## src/design/lcc_pkg.sv

```systemverilog
// ----------------------------------------------------------------------------
// lcc_pkg: shared types, constants and arithmetic helpers
// Command and result beat layouts, queue depths, divide-by-255 and blend math.
// ----------------------------------------------------------------------------
package lcc_pkg;

	localparam int PIX_DEF   = 32;
	localparam int MAX_EMIT  = 32;
	localparam int CQ_DEPTH  = 2;
	localparam int OQ_DEPTH  = 8;
	localparam int OQ_CNT_W  = $clog2(OQ_DEPTH + 1);
	localparam int CNT_W     = 6;

	localparam logic [7:0] FULL = 8'hFF;

	localparam logic [1:0] OP_LOAD   = 2'd0;
	localparam logic [1:0] OP_COLOR  = 2'd1;
	localparam logic [1:0] OP_ACTIVE = 2'd2;
	localparam logic [1:0] OP_TICK   = 2'd3;

	typedef struct packed {
		logic [1:0]  op;
		logic [4:0]  idx;
		logic [7:0]  prof;
		logic [23:0] color;
		logic        act;
	} cmd_t;

	typedef struct packed {
		logic [4:0] idx;
		logic [7:0] red;
		logic [7:0] green;
		logic [7:0] blue;
		logic       last;
	} res_t;

	typedef struct packed {
		logic [7:0] max_b;
		logic [7:0] min_b;
		logic [7:0] step;
		logic [5:0] piu;
	} cfg_t;

	// exact x / 255 for any 16-bit x below 65280
	function automatic logic [7:0] div255(input logic [15:0] x);
		logic [16:0] s;
		s = 17'(x) + 17'(x[15:8]) + 17'd1;
		return s[15:8];
	endfunction

	function automatic logic [7:0] mix8(input logic [7:0] a, input logic [7:0] b,
			input logic [7:0] t);
		logic [17:0] p;
		p = 18'(a) * 18'(9'd257 - 9'(t)) + 18'(b) * 18'(t);
		return p[15:8];
	endfunction

	function automatic logic [23:0] mix_pixel(input logic [23:0] a, input logic [23:0] b,
			input logic [7:0] t);
		logic [23:0] r;
		if (t == 8'd0) begin
			r = a;
		end else if (t == FULL) begin
			r = b;
		end else begin
			r = {mix8(a[23:16], b[23:16], t), mix8(a[15:8], b[15:8], t),
				mix8(a[7:0], b[7:0], t)};
		end
		return r;
	endfunction

endpackage

```

## src/design/lcc_ram.sv

```systemverilog
// ----------------------------------------------------------------------------
// lcc_ram: generic single-write, single-read RAM
// One write port, one read port with registered read data.
// ----------------------------------------------------------------------------
module lcc_ram #(
	parameter int WIDTH = 8,
	parameter int DEPTH = 32,
	parameter int AW    = (DEPTH > 1) ? $clog2(DEPTH) : 1
) (
	input  logic             clk,
	input  logic             we,
	input  logic [AW-1:0]    waddr,
	input  logic [WIDTH-1:0] wdata,
	input  logic [AW-1:0]    raddr,
	output logic [WIDTH-1:0] rdata
);

	logic [WIDTH-1:0] mem_q [DEPTH];

	always_ff @(posedge clk) begin
		if (we) begin
			mem_q[waddr] <= wdata;
		end
		rdata <= mem_q[raddr];
	end

endmodule

```

## src/design/lcc_fifo.sv

```systemverilog
// ----------------------------------------------------------------------------
// lcc_fifo: small register FIFO
// Flop-based queue with first-word fall-through output and an occupancy count.
// ----------------------------------------------------------------------------
module lcc_fifo #(
	parameter int WIDTH = 8,
	parameter int DEPTH = 2,
	parameter int CW    = $clog2(DEPTH + 1)
) (
	input  logic             clk,
	input  logic             arst_n,
	input  logic             push,
	input  logic [WIDTH-1:0] din,
	input  logic             pop,
	output logic [WIDTH-1:0] dout,
	output logic             full,
	output logic             empty,
	output logic [CW-1:0]    count
);

	localparam int PW = (DEPTH > 1) ? $clog2(DEPTH) : 1;

	logic [WIDTH-1:0] mem_q [DEPTH];
	logic [PW-1:0]    wr_ptr_q;
	logic [PW-1:0]    rd_ptr_q;
	logic [CW-1:0]    count_q;
	logic             wr_en;
	logic             rd_en;

	assign full  = (count_q == CW'(DEPTH));
	assign empty = (count_q == '0);
	assign count = count_q;
	assign dout  = mem_q[rd_ptr_q];
	assign wr_en = push && !full;
	assign rd_en = pop && !empty;

	always_ff @(posedge clk or negedge arst_n) begin
		if (!arst_n) begin
			wr_ptr_q <= '0;
			rd_ptr_q <= '0;
			count_q  <= '0;
		end else begin
			if (wr_en) begin
				wr_ptr_q <= (wr_ptr_q == PW'(DEPTH - 1)) ? '0 : wr_ptr_q + PW'(1);
			end
			if (rd_en) begin
				rd_ptr_q <= (rd_ptr_q == PW'(DEPTH - 1)) ? '0 : rd_ptr_q + PW'(1);
			end
			count_q <= count_q + CW'(wr_en) - CW'(rd_en);
		end
	end

	always_ff @(posedge clk) begin
		if (wr_en) begin
			mem_q[wr_ptr_q] <= din;
		end
	end

endmodule

```

## src/design/lcc_front.sv

```systemverilog
// ----------------------------------------------------------------------------
// lcc_front: command intake
// Accepts input beats, drops out-of-range profile loads, queues the rest.
// ----------------------------------------------------------------------------
module lcc_front #(
	parameter int PIXEL_COUNT = lcc_pkg::PIX_DEF
) (
	input  logic               clk,
	input  logic               arst_n,
	input  logic               push,
	output logic               full,
	input  logic [1:0]         cmd,
	input  logic [4:0]         pixel_index,
	input  logic [7:0]         profile_value,
	input  logic [23:0]        color_rgb,
	input  logic               active_flag,
	output logic               cq_valid,
	output lcc_pkg::cmd_t      cq_data,
	input  logic               cq_pop
);
	import lcc_pkg::*;

	cmd_t                   cmd_in;
	logic                   keep;
	logic                   cq_empty;
	logic [$clog2(CQ_DEPTH+1)-1:0] cq_cnt;

	assign cmd_in = '{op: cmd, idx: pixel_index, prof: profile_value,
		color: color_rgb, act: active_flag};
	assign keep = (cmd != OP_LOAD) || (int'(pixel_index) < PIXEL_COUNT);

	lcc_fifo #(
		.WIDTH($bits(cmd_t)),
		.DEPTH(CQ_DEPTH)
	) u_cq (
		.clk   (clk),
		.arst_n(arst_n),
		.push  (push && keep),
		.din   (cmd_in),
		.pop   (cq_pop),
		.dout  (cq_data),
		.full  (full),
		.empty (cq_empty),
		.count (cq_cnt)
	);

	assign cq_valid = !cq_empty && (cq_cnt != '0);

endmodule

```

## src/design/lcc_back.sv

```systemverilog
// ----------------------------------------------------------------------------
// lcc_back: command executor and pixel sweep engine
// Runs queued commands in order; frame ticks in a non-idle mode sweep the pixel
// stores through a three-stage pipeline that builds goal pixels or blends and emits them.
// ----------------------------------------------------------------------------
module lcc_back #(
	parameter int PIXEL_COUNT = lcc_pkg::PIX_DEF
) (
	input  logic                         clk,
	input  logic                         arst_n,
	input  lcc_pkg::cfg_t                cfg,
	input  logic                         cq_valid,
	input  lcc_pkg::cmd_t                cq_data,
	output logic                         cq_pop,
	input  logic [lcc_pkg::OQ_CNT_W-1:0] res_cnt,
	output logic                         res_push,
	output lcc_pkg::res_t                res_data
);
	import lcc_pkg::*;

	localparam int AW   = (PIXEL_COUNT > 1) ? $clog2(PIXEL_COUNT) : 1;
	localparam int NCAP = (PIXEL_COUNT < MAX_EMIT) ? PIXEL_COUNT : MAX_EMIT;

	localparam logic ST_CMD   = 1'b0;
	localparam logic ST_SWEEP = 1'b1;

	localparam logic [1:0] MODE_IDLE     = 2'd0;
	localparam logic [1:0] MODE_SCHED    = 2'd1;
	localparam logic [1:0] MODE_CHANGING = 2'd2;
	localparam logic [1:0] MODE_FINISHED = 2'd3;

	localparam logic KIND_GOAL  = 1'b0;
	localparam logic KIND_BLEND = 1'b1;

	logic                   state_q;
	logic [1:0]             mode_q;
	logic [8:0]             fade_q;
	logic [23:0]            color_q;
	logic                   active_q;
	logic [7:0]             t_q;
	logic                   kind_q;
	logic [CNT_W-1:0]       cnt_q;
	logic [PIXEL_COUNT-1:0] prof_vld_q;
	logic [PIXEL_COUNT-1:0] shown_vld_q;

	logic             v_s1, v_s2, v_s3;
	logic [CNT_W-1:0] idx_s1, idx_s2, idx_s3;
	logic             last_s1, last_s2, last_s3;
	logic             pok_s1, sok_s1;
	logic [23:0]      px_s2, px_s3;
	logic [7:0]       w_s2;
	logic [23:0]      gl_s3;

	logic [CNT_W-1:0] n_px;
	logic [7:0]       tc;
	logic [8:0]       nf;
	logic [OQ_CNT_W:0] occ;
	logic             credit;
	logic             issue;
	logic             sweep_done;
	logic [AW-1:0]    raddr;
	logic [AW-1:0]    cmd_addr;
	logic [AW-1:0]    wb_addr;
	logic [7:0]       bright;
	logic [7:0]       prof_rd;
	logic [23:0]      shown_rd;
	logic [7:0]       prof_ram;
	logic [23:0]      shown_ram;
	logic [23:0]      start_ram;
	logic [23:0]      goal_ram;
	logic             prof_we;
	logic             goal_wb;
	logic             blend_wb;

	assign n_px   = (cfg.piu > CNT_W'(NCAP)) ? CNT_W'(NCAP) : cfg.piu;
	assign tc     = (fade_q > 9'd255) ? FULL : fade_q[7:0];
	assign nf     = {1'b0, tc} + {1'b0, cfg.step};
	assign occ    = {1'b0, res_cnt} + (OQ_CNT_W+1)'(v_s1) + (OQ_CNT_W+1)'(v_s2)
		+ (OQ_CNT_W+1)'(v_s3);
	assign credit = (kind_q == KIND_GOAL) || (occ < (OQ_CNT_W+1)'(OQ_DEPTH));
	assign issue  = (state_q == ST_SWEEP) && (cnt_q < n_px) && credit;
	assign sweep_done = (state_q == ST_SWEEP) && (cnt_q >= n_px) && !v_s1 && !v_s2 && !v_s3;

	assign raddr    = cnt_q[AW-1:0];
	assign cmd_addr = AW'(cq_data.idx);
	assign wb_addr  = idx_s3[AW-1:0];
	assign cq_pop   = (state_q == ST_CMD) && cq_valid;
	assign prof_we  = cq_pop && (cq_data.op == OP_LOAD);
	assign goal_wb  = v_s3 && (kind_q == KIND_GOAL);
	assign blend_wb = v_s3 && (kind_q == KIND_BLEND);

	assign bright   = active_q ? cfg.max_b : cfg.min_b;
	assign prof_rd  = pok_s1 ? prof_ram : FULL;
	assign shown_rd = sok_s1 ? shown_ram : 24'd0;

	lcc_ram #(.WIDTH(8), .DEPTH(PIXEL_COUNT)) u_prof (
		.clk(clk), .we(prof_we), .waddr(cmd_addr), .wdata(cq_data.prof),
		.raddr(raddr), .rdata(prof_ram)
	);

	lcc_ram #(.WIDTH(24), .DEPTH(PIXEL_COUNT)) u_shown (
		.clk(clk), .we(blend_wb), .waddr(wb_addr), .wdata(px_s3),
		.raddr(raddr), .rdata(shown_ram)
	);

	lcc_ram #(.WIDTH(24), .DEPTH(PIXEL_COUNT)) u_start (
		.clk(clk), .we(goal_wb), .waddr(wb_addr), .wdata(px_s3),
		.raddr(raddr), .rdata(start_ram)
	);

	lcc_ram #(.WIDTH(24), .DEPTH(PIXEL_COUNT)) u_goal (
		.clk(clk), .we(goal_wb), .waddr(wb_addr), .wdata(gl_s3),
		.raddr(raddr), .rdata(goal_ram)
	);

	always_ff @(posedge clk or negedge arst_n) begin
		if (!arst_n) begin
			state_q     <= ST_CMD;
			mode_q      <= MODE_IDLE;
			fade_q      <= '0;
			color_q     <= '0;
			active_q    <= 1'b0;
			t_q         <= '0;
			kind_q      <= KIND_GOAL;
			cnt_q       <= '0;
			prof_vld_q  <= '0;
			shown_vld_q <= '0;
			v_s1        <= 1'b0;
			v_s2        <= 1'b0;
			v_s3        <= 1'b0;
		end else begin
			v_s1 <= issue;
			v_s2 <= v_s1;
			v_s3 <= v_s2;
			if (issue) begin
				cnt_q <= cnt_q + CNT_W'(1);
			end
			if (blend_wb) begin
				shown_vld_q[wb_addr] <= 1'b1;
			end
			if (sweep_done) begin
				state_q <= ST_CMD;
			end
			if (cq_pop) begin
				unique case (cq_data.op)
					OP_LOAD: begin
						prof_vld_q[cmd_addr] <= 1'b1;
					end
					OP_COLOR: begin
						color_q <= cq_data.color;
						mode_q  <= MODE_SCHED;
					end
					OP_ACTIVE: begin
						active_q <= cq_data.act;
						mode_q   <= MODE_SCHED;
					end
					OP_TICK: begin
						unique case (mode_q)
							MODE_SCHED: begin
								kind_q  <= KIND_GOAL;
								fade_q  <= '0;
								mode_q  <= MODE_CHANGING;
								state_q <= ST_SWEEP;
								cnt_q   <= '0;
							end
							MODE_CHANGING: begin
								t_q     <= tc;
								fade_q  <= nf;
								if (nf >= 9'd255) begin
									mode_q <= MODE_FINISHED;
								end
								kind_q  <= KIND_BLEND;
								state_q <= ST_SWEEP;
								cnt_q   <= '0;
							end
							MODE_FINISHED: begin
								t_q     <= FULL;
								mode_q  <= MODE_IDLE;
								kind_q  <= KIND_BLEND;
								state_q <= ST_SWEEP;
								cnt_q   <= '0;
							end
							default: begin
							end
						endcase
					end
					default: begin
					end
				endcase
			end
		end
	end

	always_ff @(posedge clk) begin
		idx_s1  <= cnt_q;
		last_s1 <= ((cnt_q + CNT_W'(1)) == n_px);
		pok_s1  <= prof_vld_q[raddr];
		sok_s1  <= shown_vld_q[raddr];

		idx_s2  <= idx_s1;
		last_s2 <= last_s1;
		w_s2    <= div255(16'(bright) * 16'(prof_rd));
		px_s2   <= (kind_q == KIND_GOAL) ? shown_rd : mix_pixel(start_ram, goal_ram, t_q);

		idx_s3  <= idx_s2;
		last_s3 <= last_s2;
		px_s3   <= px_s2;
		gl_s3   <= {div255(16'(color_q[23:16]) * 16'(w_s2)),
			div255(16'(color_q[15:8]) * 16'(w_s2)),
			div255(16'(color_q[7:0]) * 16'(w_s2))};
	end

	assign res_push = blend_wb;
	assign res_data = '{idx: idx_s3[4:0], red: px_s3[23:16], green: px_s3[15:8],
		blue: px_s3[7:0], last: last_s3};

	a_mode_only_in_cmd: assert property (@(posedge clk) disable iff (!arst_n)
		(state_q != ST_CMD) |=> $stable(mode_q))
		else $error("mode changed during a sweep");

	a_pipe_empty_in_cmd: assert property (@(posedge clk) disable iff (!arst_n)
		(state_q == ST_CMD) |-> !(v_s1 || v_s2 || v_s3))
		else $error("pipeline busy while taking a command");

	a_res_room: assert property (@(posedge clk) disable iff (!arst_n)
		res_push |-> (res_cnt < OQ_CNT_W'(OQ_DEPTH)))
		else $error("result beat pushed into a full queue");

endmodule

```

## src/design/led_strip_crossfade_controller.sv

```systemverilog
// ----------------------------------------------------------------------------
// led_strip_crossfade_controller: LED strip crossfade engine
// Command queue in front, sweep engine behind, result queue at the output.
// ----------------------------------------------------------------------------
// Usage:
//   Command beats enter on push/full: profile loads, colour and active-flag
//   changes, and frame ticks. Pixel beats leave on empty/pop, oldest first,
//   in index order, last_pixel marking the final pixel of a frame.
//   Registers sit on the APB port at 0x0 max_brightness, 0x4 min_brightness,
//   0x8 fade_step, 0xC pixels_in_use; write them only while the block is idle.
// Flow:
//   Non-tick commands are taken whenever the executor is not sweeping. A tick
//   that builds the goal pixels or emits a frame sweeps pixels_in_use (at most
//   32) pixels through the sweep pipeline (store read, multiply/blend, multiply)
//   at one pixel per cycle, emitting only while the result queue has room, then
//   drains. A frame's first pixel passes the sweep state, these stages and the
//   result queue. A two-entry command queue lets the source run ahead.
// Reset:
//   Registers return to 255/0/16/32, the strip goes idle and dark, and all
//   profile weights read as full.
// Stall:
//   If the receiver stops popping, the eight-entry result queue fills, the
//   sweep pauses, and then the command queue fills and full rises.
// ----------------------------------------------------------------------------
module led_strip_crossfade_controller #(
	parameter int PIXEL_COUNT = lcc_pkg::PIX_DEF
) (
	input  logic        clk,
	input  logic        arst_n,
	input  logic        push,
	output logic        full,
	input  logic [1:0]  cmd,
	input  logic [4:0]  pixel_index,
	input  logic [7:0]  profile_value,
	input  logic [23:0] color_rgb,
	input  logic        active_flag,
	output logic        empty,
	input  logic        pop,
	output logic [4:0]  out_index,
	output logic [7:0]  out_red,
	output logic [7:0]  out_green,
	output logic [7:0]  out_blue,
	output logic        last_pixel,
	input  logic        psel,
	input  logic        penable,
	input  logic        pwrite,
	input  logic [3:0]  paddr,
	input  logic [31:0] pwdata,
	output logic [31:0] prdata,
	output logic        pready
);
	import lcc_pkg::*;

	localparam logic [1:0] REG_MAX_B = 2'd0;
	localparam logic [1:0] REG_MIN_B = 2'd1;
	localparam logic [1:0] REG_STEP  = 2'd2;
	localparam logic [1:0] REG_PIU   = 2'd3;

	cfg_t              cfg_q;
	logic              cfg_wr;
	logic              cq_valid;
	cmd_t              cq_data;
	logic              cq_pop;
	logic              res_push;
	res_t              res_data;
	res_t              res_out;
	logic              res_full;
	logic [OQ_CNT_W-1:0] res_cnt;

	assign pready = 1'b1;
	assign cfg_wr = psel && penable && pwrite && pready;

	always_ff @(posedge clk or negedge arst_n) begin
		if (!arst_n) begin
			cfg_q <= '{max_b: 8'd255, min_b: 8'd0, step: 8'd16, piu: 6'd32};
		end else if (cfg_wr) begin
			unique case (paddr[3:2])
				REG_MAX_B: cfg_q.max_b <= pwdata[7:0];
				REG_MIN_B: cfg_q.min_b <= pwdata[7:0];
				REG_STEP:  cfg_q.step  <= pwdata[7:0];
				REG_PIU:   cfg_q.piu   <= pwdata[5:0];
				default: begin
				end
			endcase
		end
	end

	always_comb begin
		unique case (paddr[3:2])
			REG_MAX_B: prdata = {24'd0, cfg_q.max_b};
			REG_MIN_B: prdata = {24'd0, cfg_q.min_b};
			REG_STEP:  prdata = {24'd0, cfg_q.step};
			REG_PIU:   prdata = {26'd0, cfg_q.piu};
			default:   prdata = '0;
		endcase
	end

	lcc_front #(.PIXEL_COUNT(PIXEL_COUNT)) u_front (
		.clk          (clk),
		.arst_n       (arst_n),
		.push         (push),
		.full         (full),
		.cmd          (cmd),
		.pixel_index  (pixel_index),
		.profile_value(profile_value),
		.color_rgb    (color_rgb),
		.active_flag  (active_flag),
		.cq_valid     (cq_valid),
		.cq_data      (cq_data),
		.cq_pop       (cq_pop)
	);

	lcc_back #(.PIXEL_COUNT(PIXEL_COUNT)) u_back (
		.clk     (clk),
		.arst_n  (arst_n),
		.cfg     (cfg_q),
		.cq_valid(cq_valid),
		.cq_data (cq_data),
		.cq_pop  (cq_pop),
		.res_cnt (res_cnt),
		.res_push(res_push),
		.res_data(res_data)
	);

	lcc_fifo #(
		.WIDTH($bits(res_t)),
		.DEPTH(OQ_DEPTH)
	) u_oq (
		.clk   (clk),
		.arst_n(arst_n),
		.push  (res_push),
		.din   (res_data),
		.pop   (pop),
		.dout  (res_out),
		.full  (res_full),
		.empty (empty),
		.count (res_cnt)
	);

	assign out_index  = res_out.idx;
	assign out_red    = res_out.red;
	assign out_green  = res_out.green;
	assign out_blue   = res_out.blue;
	assign last_pixel = res_out.last && !(res_full && empty);

endmodule
```

## config.mk

```make
export PLATFORM = sky130hd
export DESIGN_NAME = led_strip_crossfade_controller
export DESIGN_NICKNAME = d
export VERILOG_FILES = /design/src/design/lcc_pkg.sv /design/src/design/lcc_ram.sv /design/src/design/lcc_fifo.sv /design/src/design/lcc_front.sv /design/src/design/lcc_back.sv /design/src/design/led_strip_crossfade_controller.sv
export SDC_FILE = /design/constraint.sdc
export NUM_CORES = 2
export LEC_CHECK = 0
export ABC_AREA = 0
export BUFFER_PORTS_ARGS = -buffer_cell sky130_fd_sc_hd__buf_2
export CAP_MARGIN = 10
export CORE_UTILIZATION = 60
export CTS_CLUSTER_SIZE = 16
export DETAILED_ROUTE_END_ITERATION = 8
export PLACE_DENSITY = 0.86
export REMOVE_ABC_BUFFERS = 1
export SYNTH_ARGS = -nofsm -noshare
export SYNTH_HDL_FRONTEND = slang
export SYNTH_HIERARCHICAL = 1
export SYNTH_SLANG_ARGS = --single-unit
```

## constraint.sdc

```tcl
create_clock -name clk -period 9.7 [get_ports clk]
set_clock_uncertainty 0.1 [all_clocks]
set_input_delay 0.485 -clock clk [delete_from_list [all_inputs] [get_ports clk]]
set_output_delay 0.485 -clock clk [all_outputs]
set_load 0.02 [all_outputs]
```

* Yosys cells after proc, flatten, opt, wreduce, memory -nomap -nowiden
Memory sizes are Yosys's and may differ from the RTL's. A register that Yosys moved wholly into a read port is not among the register bits. Index checks and enable logic that the tools add are counted.
Cells by class: $add $sub $neg 25, multiply operators 10, order comparisons 11, equal/unequal tests 17, multiplexer cells 45, bitwise operators 4, reductions and logical operators 54
Operator list (number):
- $pmux W32 S4 | 1
- $mul A8 B8 Y16 | 7
- $mux W24 | 4
- $add A16 B1 Y16 const B | 4
- $add A16 B8 Y16 | 4
- $or A32 B32 Y32 | 2
- $mul A8 B18 Y16 | 3
- $add A16 B16 Y16 | 3
- $mux W6 | 5
- $mux W8 | 3
- $logic_and A1 B1 Y1 | 21
- $mux W1 | 20
- $lt A5 B6 Y1 const B | 3
- $pmux W9 S2 | 1
- $pmux W8 S2 | 1
- $eq A2 B2 Y1 const B | 7
- $reduce_and A2 Y1 | 7
- $add A5 B1 Y5 | 2
- $bmux W1 S5 | 2
- $demux W1 S5 | 2
- $ge A5 B1 Y1 const B | 2
- $reduce_bool A2 Y1 | 5
- $sub A9 B8 Y10 const A | 1
- $add A8 B8 Y9 | 1
- other kinds (36) | 55
Storage, ports and cells: bits in registers 263, memory bits (writable) 2880, input port bits 83, output and inout port bits 65, word-level logic and storage cells 207, memories 6
Memories:
- u_back.u_goal.mem_q | words 32, width 24, rd ports 1, clocked after Yosys merged registers in 1, write ports 1, line lcc_ram.sv:18 | logic [WIDTH-1:0] mem_q [DEPTH];
- u_back.u_shown.mem_q | words 32, width 24, rd ports 1, clocked after Yosys merged registers in 1, write ports 1, line lcc_ram.sv:18
- u_back.u_start.mem_q | words 32, width 24, rd ports 1, clocked after Yosys merged registers in 1, write ports 1, line lcc_ram.sv:18
- u_back.u_prof.mem_q | words 32, width 8, rd ports 1, clocked after Yosys merged registers in 1, write ports 1, line lcc_ram.sv:18
- u_oq.mem_q | words 8, width 30, rd ports 1, clocked after Yosys merged registers in 0, write ports 1, line lcc_fifo.sv:23 | logic [WIDTH-1:0] mem_q [DEPTH];
- u_front.u_cq.mem_q | words 2, width 40, rd ports 1, clocked after Yosys merged registers in 0, write ports 1, line lcc_fifo.sv:23

* Logic depth before layout (Yosys ltp)
depth after elaboration 11, gate-level depth with buffers 28

* Cells and area by module
The synthesis kept the hierarchy.
By module, submodules not included:
- lcc_ram at u_back.u_goal ... | instances 3, cells an instance 1711, area an instance 30483.0 µm², seq. area each 23542.6 µm²
- lcc_back | instances 1, cells an instance 3458, area an instance 31705.4 µm², seq. area each 4979.8 µm²
- lcc_ram at u_back.u_prof | instances 1, cells an instance 417, area an instance 10053.4 µm², seq. area each 7847.5 µm²
- lcc_fifo at u_oq | instances 1, cells an instance 404, area an instance 9854.5 µm², seq. area each 7457.2 µm²
- lcc_fifo at u_front.u_cq | instances 1, cells an instance 143, area an instance 3290.7 µm², seq. area each 2502.4 µm²
- led_strip_crossfade_controller | instances 1, cells an instance 109, area an instance 1562.7 µm², seq. area each 763.2 µm²
- lcc_front | instances 1, cells an instance 1, area an instance 10.0 µm², seq. area each 0.0 µm²

* Least setup slack after synthesis
No wires, ideal clock.
path type register -> register, from register u_back.t_q[1], to register u_back.px_s2[23], library setup time 131 ps, arrival 6912 ps, path slack 2557 ps, stages on the path, launching flop included 27, path buffers 3, path through dfrtp_1 > clkbuf_1 > clkbuf_1 > inv_1 > ha_1 > inv_1 > or3_1 > xor2_1 > clkbuf_1 > nand2_1 > fa_1 > fa_1 > fa_1 > inv_1 > fa_1 > fa_1 > inv_1 > fa_1 > inv_1 > ha_1 > a21o_1 > a31o_2 > a31o_2 > a2111oi_0 > o31ai_1 > xnor2_1 > a22oi_1
Between the ends: cells in the longest elaborated chain, start to end 6, elaborated cells on any way between the ends 9, classes of those cells 2 x add/sub; 2 x mul; 1 x eq/ne; 3 x mux; 1 x reduce/logical
RTL lines:
- start, declared | line lcc_back.sv:40 | logic [7:0] t_q;
- start signal, assigned | line lcc_back.sv:167 | t_q <= tc;
- $sub A9 B8 Y10 | line lcc_pkg.sv:54 | p = 18'(a) * 18'(9'd257 - 9'(t)) + 18'(b) * 18'(t);
- $mul A8 B18 Y16 | line lcc_pkg.sv:54
- $add A16 B16 Y16 | line lcc_pkg.sv:54
- $mux W24 | line lcc_pkg.sv:63 | end else if (t == FULL) begin
- $mux W24 * | line lcc_pkg.sv:61 | if (t == 8'd0) begin
- $mux W24 * | line lcc_back.sv:203 | px_s2 <= (kind_q == KIND_GOAL) ? shown_rd : mix_pixel(start_ram, goal_ram, t_q);
- end signal, assigned | line lcc_back.sv:203
- end, declared | line lcc_back.sv:50 | logic [23:0] px_s2, px_s3;
Every way passes the cells marked *; elsewhere a longest branch is shown, timed or not. A chain may end at the register's enable or synchronous reset.

* Final worst setup path
from register u_back.t_q[2], to register u_back.px_s2[6]
Same word-level chain as after synthesis.

==> out/metrics.yaml <==
cts:
  cts.clk_slew.worst_paths_ns: 0.06
  cts_buffers: 330
  clock_latency_ns: 0.99
  cts_tree: "done"
  clock-sinks: 3223
  cts_resized: 0
  ctsLongestPathBuffers: 4
  cts_htree_levels: 5
  cts_setup_buffers: 0
  root_buffer: "clkbuf_16"
finish:
  fillerInstances: 15107
  fin_util: 0.666
  final_cell_mix: "2880 x edfxtp_1, 1184 x mux2i_1, 662 x inv_1"
  layout_commonest_cell: "edfxtp_1"
  multi_input_area_sq_mm: 0.0489
  seq_area_sq_mm: 0.0942
  nNetsFinal: 10797
  synthToLayoutAreaGrowth_pct: 9.90
  drive_above_1_share: 0.122
  stdcell_area_sq_mm: 0.163
die:
  rows: 181
  die_h_um: 499
  core_sq_mm: 0.244
  num_io_pins: 148
  initial_core_util: 0.606
  die_w_um: 499
  die_area_sq_mm: 0.249
sta:
  fmax_ghz: 0.127
  setup_viol: 0
  fin_hold_ws_ns: 0.0725
  worst_slew_pin_slew_ns: 1.25
  relSlewSlack: 0.166
  hold_viol: 0
  rsz0062_at_grt: "false"
  period_minus_slack_ns: 7.85
  setup_ws_ns: 1.85
  finalCritPeriodShare: 0.809
  drv_slew: 0
worst_setup_path:
  timing.rr.start: "u_back/t_q[2]$_DFFE_PN0P_"
  reg2reg_slack_ns: 1.85
  cp-start-kind: "flop"
  path_delay_family: "adder cells"
  crit_slowest_cell: "xor2_1"
  slowest_delay_ns: 0.62
  path_class: "flop to flop"
  end_kind: "flop"
  cp.required_ns: 10.41
  arrival_ns: 8.56
  crit_start: "u_back/t_q[2]$_DFFE_PN0P_"
  crit_path_max_fanout: 18
  crit_buf_inv: 7
yosys:
  synthMuxAreaShare: 0.117
  synthArstFlopShare: 0.0506
  yosys_register_bits: 3223
  ys_types: 92
  synth_top_family_by_area: "multiplexers"
  yosysWarnings: 6
  synth_fa_ha_area_frac: 0.0933
  syn_inst: 9665
  synth_top_area_frac: 0.585
  synth.area.top_cells: "edfxtp_1 58%, mux2i_1 8.0%, fa_1 6.0%, ha_1 3.3%, dfrtp_1 2.6%"
  synth-simple-area-share: 0.0596
  synth-edff-count: 2880
  synth_seq_area_share: 0.637
  syn_area_per_cell_sq_um: 15.3
  synth_top_area_cell: "edfxtp_1"
  syn-cell-area_sq_mm: 0.148
  synth_ff_type: "edfxtp_1"
  synth-xor-area-share: 0.00882
  synth-compound-area-share: 0.0486
detailed_routing:
  routed_wl_um: 358000
  ant_nets: 0
  wl_met1_um: 127000
  drtIter0Drc: 9225
  vias: 85642
  vias_per_cell: 6.42
  drc: 0
  drtPass1Iterations: 8
  met2WireLength_um: 175000
  top_layer: "met5"
  post_drt_wl_per_cell_um: 26.8
  dr_wl_met3_um: 34400
run_status:
  status: "complete, no violations"
placed_design:
  place_ws_ns: 2.00
  gp_congestion: 0.879
  dp_hpwl_um: 202000
  numPortBuffers: 96
  dpl-instance-area_sq_mm: 0.152
run:
  maxCapViolations: 0
global_routing:
  grt_pass1_vias: 88514
  grt_pass1_wl_um: 535000
  antenna_found_initial: 16
  track_usage: 0.286
  grt_start_max_net_pins: 154
  grt_overflow_total: 0
min_path:
  hp-class: "input pin to asynchronous set/reset pin"
final timing paths:
check | endpoint | cells past startpoint
hold / removal | u_oq/rd_ptr_q[1]$_DFFE_PN0P_ | 2
max in group asynchronous | u_front/u_cq/rd_ptr_q$_DFFE_PN0P_ | 3
setup reg to reg | u_back/px_s2[6]$_DFF_P_ | 25
setup / recovery | u_back/px_s2[6]$_DFF_P_ | 25
min in group clk | cfg_q[22]$_DFFE_PN1P_ | 3
hold reg to reg | u_back/idx_s2[4]$_DFF_P_ | 0
kinds of logic after synthesis:
kind of cell / count (synthesis)
DFF: 3223
and+or+nand+nor: 1777
muxes: 1477
buffers and inverters: 1157
AOI/OAI and AO/OA: 1049
adders and majority gates: 835
xor gates and xnor gates: 145
other: 2
registers in the layout (all words and copies together) (netlist names), 9 cells and up:
name and count:
u_back/u_start/rdata 24, u_back/color_q 24, u_back/gl_s3 24, u_front/u_cq/mem_q 80, cfg_q 30, u_back/u_goal/rdata 24, u_oq/mem_q 240, u_back/px_s2 24
u_back/shown_vld_q 32, u_back/prof_vld_q 32, u_back/fade_q 9, u_back/u_goal/mem_q 768, u_back/u_prof/mem_q 256, u_back/u_shown/rdata 24, u_back/px_s3 24, u_back/u_shown/mem_q 768
u_back/u_start/mem_q 768
cell type report:
cell class              instances  area share
flip-flops and latches       3223       0.580
inverters                     662      0.0153
repair buffers                356      0.0163
clock buffers                 434      0.0553
multi-input cells            5308       0.301
diodes                          5   0.0000770
clock inverters               148     0.00784
well taps                    3202      0.0246
Yosys cell counts, drive strengths merged (6+ instances only):
master / n
a211oi: 19
a21o: 60
a21oi: 303
a221oi: 8
a22o: 150
a22oi: 221
a31o: 9
a31oi: 87
and2: 398
and3: 12
buf: 280
clkbuf: 215
dfrtp: 153
dfstp: 10
dfxtp: 180
edfxtp: 2880
fa: 447
ha: 386
inv: 662
mux2: 139
mux2i: 1184
mux4: 154
nand2: 510
nand2b: 25
nand3: 248
nand3b: 31
nand4: 10
nor2: 298
nor2b: 42
nor3: 113
nor3b: 14
nor4: 6
o211ai: 22
o21a: 16
o21ai: 55
o21bai: 35
o221ai: 13
o31ai: 12
or2: 30
or3: 14
or3b: 15
xnor2: 96
xor2: 47
worst reg2reg max path, delay by kind of cell, from the launching register on:
family / cells / cell delay, ns
multiplexers: 1 / 0.09
AND/OR/NAND/NOR: 4 / 1.02
adder cells (fa/ha/maj): 8 / 3.46
buffers and inverters: 7 / 0.83
flip-flops: 1 / 0.45
AO/OA/AOI/OAI: 3 / 0.97
XOR/XNOR: 2 / 0.78
through the flow:
step	instances	setup TNS (ns)
floorplan	9193	-2802.16
detailed placement	12700	0
global route	13336	0
finish	13338	0
global placement	12700	0
CTS	13332	0
what timing repair did:
item | 4_1_cts | 5_1_grt
hold buffers | 50 | 0
endpoints found under the setup margin | 0 | 0
hold endpoints to repair | 201 | 0
per-layer routing:
| layer | up-vias | GRT usage |
|---|---|---|
| met5 | - | 0 |
| met4 | 14 | 0.155 |
| met3 | 1178 | 0.0493 |
| met2 | 5433 | 0.474 |
| met1 | 42962 | 0.360 |
| li1 | 36055 | - |
Power is left out: the tool's default activity adds up to more than one toggle a clock period on the data nets, which glitch-free logic cannot reach.
